===== config.mk =====
export PLATFORM = sky130hd
export DESIGN_NAME = hnt_front
export DESIGN_NICKNAME = d
export VERILOG_FILES = /design/src/design/hnt_pkg.sv /design/src/design/hnt_front.sv
export SDC_FILE = /design/constraint.sdc
export NUM_CORES = 1
export LEC_CHECK = 0
export ABC_AREA = 0
export BUFFER_PORTS_ARGS = -buffer_cell sky130_fd_sc_hd__buf_2
export CAP_MARGIN = 10
export CORE_MARGIN = 3
export CORE_UTILIZATION = 42
export DETAILED_ROUTE_END_ITERATION = 6
export MAX_ROUTING_LAYER = met4
export PLACE_DENSITY = 0.8
export REMOVE_ABC_BUFFERS = 1
export SYNTH_ARGS = -nofsm -noshare
export SYNTH_HDL_FRONTEND = slang
export SYNTH_SLANG_ARGS = --single-unit

===== constraint.sdc =====
create_clock -name clk -period 6.7 [get_ports clk]
set_input_delay 1.34 -clock clk [delete_from_list [all_inputs] [get_ports clk]]
set_output_delay 1.34 -clock clk [all_outputs]
set_load 0.05 [all_outputs]

===== src/design/hnt_pkg.sv =====
// Shared types and constants for the hanging note tracker.
// Used by hnt_front, hnt_back and the top level; depends on nothing.
package hnt_pkg;

	localparam int ENTRY_COUNT = 2048;
	localparam int IDX_W       = 11;
	localparam int SCAN_W      = 12;
	localparam int PORT_W      = 3;

	localparam logic [1:0] ACT_TRACK = 2'd0;
	localparam logic [1:0] ACT_FLUSH = 2'd1;
	localparam logic [1:0] ACT_CLEAR = 2'd2;

	localparam logic [1:0] OP_TRACK = 2'd0;
	localparam logic [1:0] OP_FLUSH = 2'd1;
	localparam logic [1:0] OP_CLEAR = 2'd2;

	localparam logic [31:0] EVENT_MASK  = 32'h8000_00F0;
	localparam logic [31:0] EV_NOTE_ON  = 32'h0000_0090;
	localparam logic [31:0] EV_NOTE_OFF = 32'h0000_0080;
	localparam logic [3:0]  NOTE_ON_HI  = 4'h9;

	typedef struct packed {
		logic [1:0]        op;
		logic [IDX_W-1:0]  idx;
		logic [PORT_W-1:0] port;
		logic              set;
	} cmd_t;

endpackage


===== src/design/hnt_front.sv =====
// Front end: takes command words, decodes them into ops and queues the kept ones (two deep).
// Depends on hnt_pkg.
module hnt_front #(
	parameter int PORT_COUNT = 8
) (
	input  logic          clk,
	input  logic          arst_n,
	input  logic          start,
	input  logic [1:0]    action,
	input  logic [31:0]   message,
	input  logic          back_init,
	input  logic          pop,
	output logic          busy,
	output logic          head_valid,
	output hnt_pkg::cmd_t head
);
	import hnt_pkg::*;

	cmd_t       q_mem_q [2];
	logic       wr_ptr_q;
	logic       rd_ptr_q;
	logic [1:0] count_q;

	logic [31:0] ev;
	logic        is_on;
	logic        is_off;
	logic        port_ok;
	logic        keep;
	logic        push;
	logic        do_pop;
	cmd_t        cmd;

	always_comb begin
		ev      = message & EVENT_MASK;
		is_on   = (ev == EV_NOTE_ON);
		is_off  = (ev == EV_NOTE_OFF);
		port_ok = (message[30:24] < 7'(PORT_COUNT));
		cmd.op   = OP_TRACK;
		cmd.idx  = {message[3:0], message[14:8]};
		cmd.port = message[24 +: PORT_W];
		cmd.set  = is_on && (message[23:16] != 8'd0);
		keep     = 1'b0;
		case (action)
			ACT_TRACK: begin
				cmd.op = OP_TRACK;
				keep   = (is_on || is_off) && port_ok;
			end
			ACT_FLUSH: begin
				cmd.op = OP_FLUSH;
				keep   = 1'b1;
			end
			ACT_CLEAR: begin
				cmd.op = OP_CLEAR;
				keep   = 1'b1;
			end
			default: keep = 1'b0;
		endcase
	end

	assign busy       = (count_q == 2'd2) || back_init;
	assign push       = start && !busy && keep;
	assign head_valid = (count_q != 2'd0);
	assign do_pop     = pop && head_valid;
	assign head       = q_mem_q[rd_ptr_q];

	always_ff @(posedge clk or negedge arst_n) begin
		if (!arst_n) begin
			wr_ptr_q <= 1'b0;
			rd_ptr_q <= 1'b0;
			count_q  <= 2'd0;
		end else begin
			if (push) begin
				wr_ptr_q <= ~wr_ptr_q;
			end
			if (do_pop) begin
				rd_ptr_q <= ~rd_ptr_q;
			end
			count_q <= count_q + {1'b0, push} - {1'b0, do_pop};
		end
	end

	always_ff @(posedge clk) begin
		if (push) begin
			q_mem_q[wr_ptr_q] <= cmd;
		end
	end

`ifndef SYNTH
	a_no_overflow: assert property (@(posedge clk) disable iff (!arst_n)
		count_q == 2'd2 |-> !push)
		else $error("queue pushed while full");
	a_no_underflow: assert property (@(posedge clk) disable iff (!arst_n)
		count_q <= 2'd2)
		else $error("queue count out of range");
	a_count_step: assert property (@(posedge clk) disable iff (!arst_n)
		push && !do_pop |=> count_q == $past(count_q) + 2'd1)
		else $error("queue count did not follow a push");
`endif

endmodule


==> results.yml <==
sta:
  post-route-period-util_pct: 49.08
  relSlewSlack_pct: 49.08
  worst_pin_slew_ps: 763.8
  period_minus_slack_ps: 3288
  hold_viol_final: 0
  rsz0062_at_grt: "no"
  fin_skew_ps: 4.389
  drv_slew: 0
  max_freq_mhz: 304.1
  setup_viol: 0
  setup_tns_ps: 0
drt:
  wl_per_cell_um: 13.08
  vias: 944
  drc: 0
  first_pass_iters: 3
  totalWireLength_um: 2564
  drtIter0Drc: 30
  drt-vias-per-instance: 4.816
  drtAntennaViolNets: 0
yosys:
  synth_seq_area_share_pct: 72.14
  synth_compound_area_share_pct: 1.369
  synth_top_family_by_area: "multiplexers"
  synthArstFlopShare_pct: 10.53
  synthTopCellsByCount: "edfxtp_1, mux2_2, ha_1, inv_1, dfrtp_1"
  ys_seq_elements: 38
  yosys.area.top_type: "edfxtp_1"
  avgSynthCellArea_um2: 17.86
  synth-edff-count: 34
  synthAdderAreaFrac_pct: 4.831
  yosys.area.top_type_share_pct: 65.70
  yosys_most_used_dff: "edfxtp_1"
  yosysWarnings: 0
  netlist_area_um2: 1554
  synthDistinctLibCells: 21
  synthMuxAreaShare_pct: 12.32
  synth_xor_area_share_pct: 2.738
  syn-instance-count: 87
  synth_area_leaders: "edfxtp_1, mux2_2, dfrtp_1, ha_1, inv_1"
  yosysMostFrequentCell: "edfxtp_1"
  synthSimpleGateAreaFrac_pct: 4.267
placed_design:
  routabilityCongestion: 0.6847
  portBuffers: 56
  post-dp-hpwl_um: 1958
floorplanning:
  die-area_um2: 4466
  die_h_um: 66.83
  core_area_um2: 3442
  rows: 21
  start_util_pct: 45.15
  die_w_um: 66.83
  io_pins: 58
run:
  timing.max_cap.violations: 0
global_routing:
  antenna_found_initial: 0
  grt_remaining_overflow: 0
  grt_pass1_vias: 957
  track_usage_pct: 13.40
  grt_max_degree: 19
  grt_pass1_wl_um: 4126
setup_path:
  path_buf_inv: 2
  path_class: "input pin to register"
  critical-path-max-stage-delay_ps: 600
  cp_max_fo: 11
  end_kind: "register"
  startpoint: "message[31]"
  critPathSlowestCell: "or4b_1"
  start_kind: "input pin"
  arrival_ps: 3270
  crit_chain: "buf_2, nor4b_2, a41oi_1, or4b_1, nor2_1, buf_4"
  cp_top_family: "simple AND/OR/NAND/NOR gates"
  r2r_start: "count_q[0]"
  cp_data_required_time_ps: 6680
clock_tree:
  cts_buffers: 5
  ctsHoldBuffers: 0
  clk-insertion-delay-late_ps: 280
  cts.clk_slew.worst_paths_ps: 70
  cts_setup_buffers: 0
  clock_path_buffers: 2
  htreeDepth: 2
  cts_sinks: 38
  post_cts_resized: 0
  cts_root_buffer: "clkbuf_8"
  cts_tree: "built"
pwr:
  powerDensity_nw_per_um2: 367.8
  irDropWorstVdd_uv: 190.5
  p_leak_nw: 0.8160
  p_total_w: 0.0007261
finish:
  diodes: 0
  nNetsFinal: 194
  drive_gt1_share_pct: 56.00
  fillers: 298
  area_delta_synth_final_pct: 27.05
min_path:
  min_path_type: "register to register"
  hold_start: "count_q[1]"
status:
  outcome: "finished, final reports clean"
[layout make-up]
class	instances	area (um^2)	share of cell area (%)
well taps	46	57.56	2.915
flip-flops and latches	38	1121	56.78
inverters	6	22.52	1.141
repair buffers	58	295.3	14.96
multi-input cells	40	396.6	20.09
clock inverters	2	8.758	0.4436
clock buffers	6	72.57	3.676
[report_power, final]
group          internal [W]  switching [W]
registers          0.000283      0.0000329
clock network     0.0000713      0.0000698
logic             0.0000940       0.000175
[through the flow]
stage	hold WS (ps)	setup WS [ps]	cells	utilization, %	instance area (um^2)
2_1_floorplan	460.1	3202	84	-	1540
3_3_place_gp	480.0	3095	188	55.00	1893
3_5_place_dp	485.7	3074	188	55.00	1893
4_1_cts	504.2	3366	196	57.36	1974
5_1_grt	537.5	3238	196	57.36	1974
6_report	502.5	3412	196	57.36	1974
[worst register-to-register path, stage by stage, from the launching register on]
cell and delay [ps]:
dfrtp_1 380, inv_1 60, a21o_1 180, or4b_1 620
nor2_1 480, buf_4 310
[routing by layer]
| layer | vias up | share of wire (%) | GRT usage, % |
|---|---|---|---|
| li1 | 446 | - | - |
| met1 | 441 | 39 | 13.78 |
| met2 | 51 | 49 | 21.91 |
| met3 | 6 | 10 | 5.565 |
| met4 | 0 | 2.0 | 6.853 |
| met5 | - | 0 | - |
[flip-flops by register name, indices dropped and copies added (netlist names)]
signal    cells
rd_ptr_q      1
q_mem_q      34
count_q       2
wr_ptr_q      1
[final timing paths]
check                                 endpoint  cells after the start  slack (ps)
worst min register to register      count_q[1]                      1         500
min in group asynchronous           count_q[0]                      1         850
worst min-delay path                count_q[1]                      1         500
worst max register to register  q_mem_q[1][11]                      5        4380
worst max-delay path            q_mem_q[1][11]                      6        3410
max in group asynchronous             rd_ptr_q                      1        5720
[cell usage in the layout, fill, tap and decap left out, types with 2 or more instances in the layout]
cell | synthesis | final
ha_1 | 6 | 6
inv_1 | 6 | 6
buf_4 | 0 | 2
mux2_2 | 17 | 17
nor4_1 | 2 | 2
buf_2 | 2 | 56
xnor2_1 | 2 | 2
nor2_1 | 2 | 2
dfrtp_1 | 4 | 4
clkbuf_8 | 0 | 5
edfxtp_1 | 34 | 34
[kinds of logic after synthesis]
kind of cell	after synthesis
flip-flops	38
multiplexers	17
AND/OR/NAND/NOR	10
buffers and inverters	9
adder cells (fa/ha/maj)	6
XOR/XNOR	4
AO/OA/AOI/OAI	3
Power figures use the tool's default switching activity.
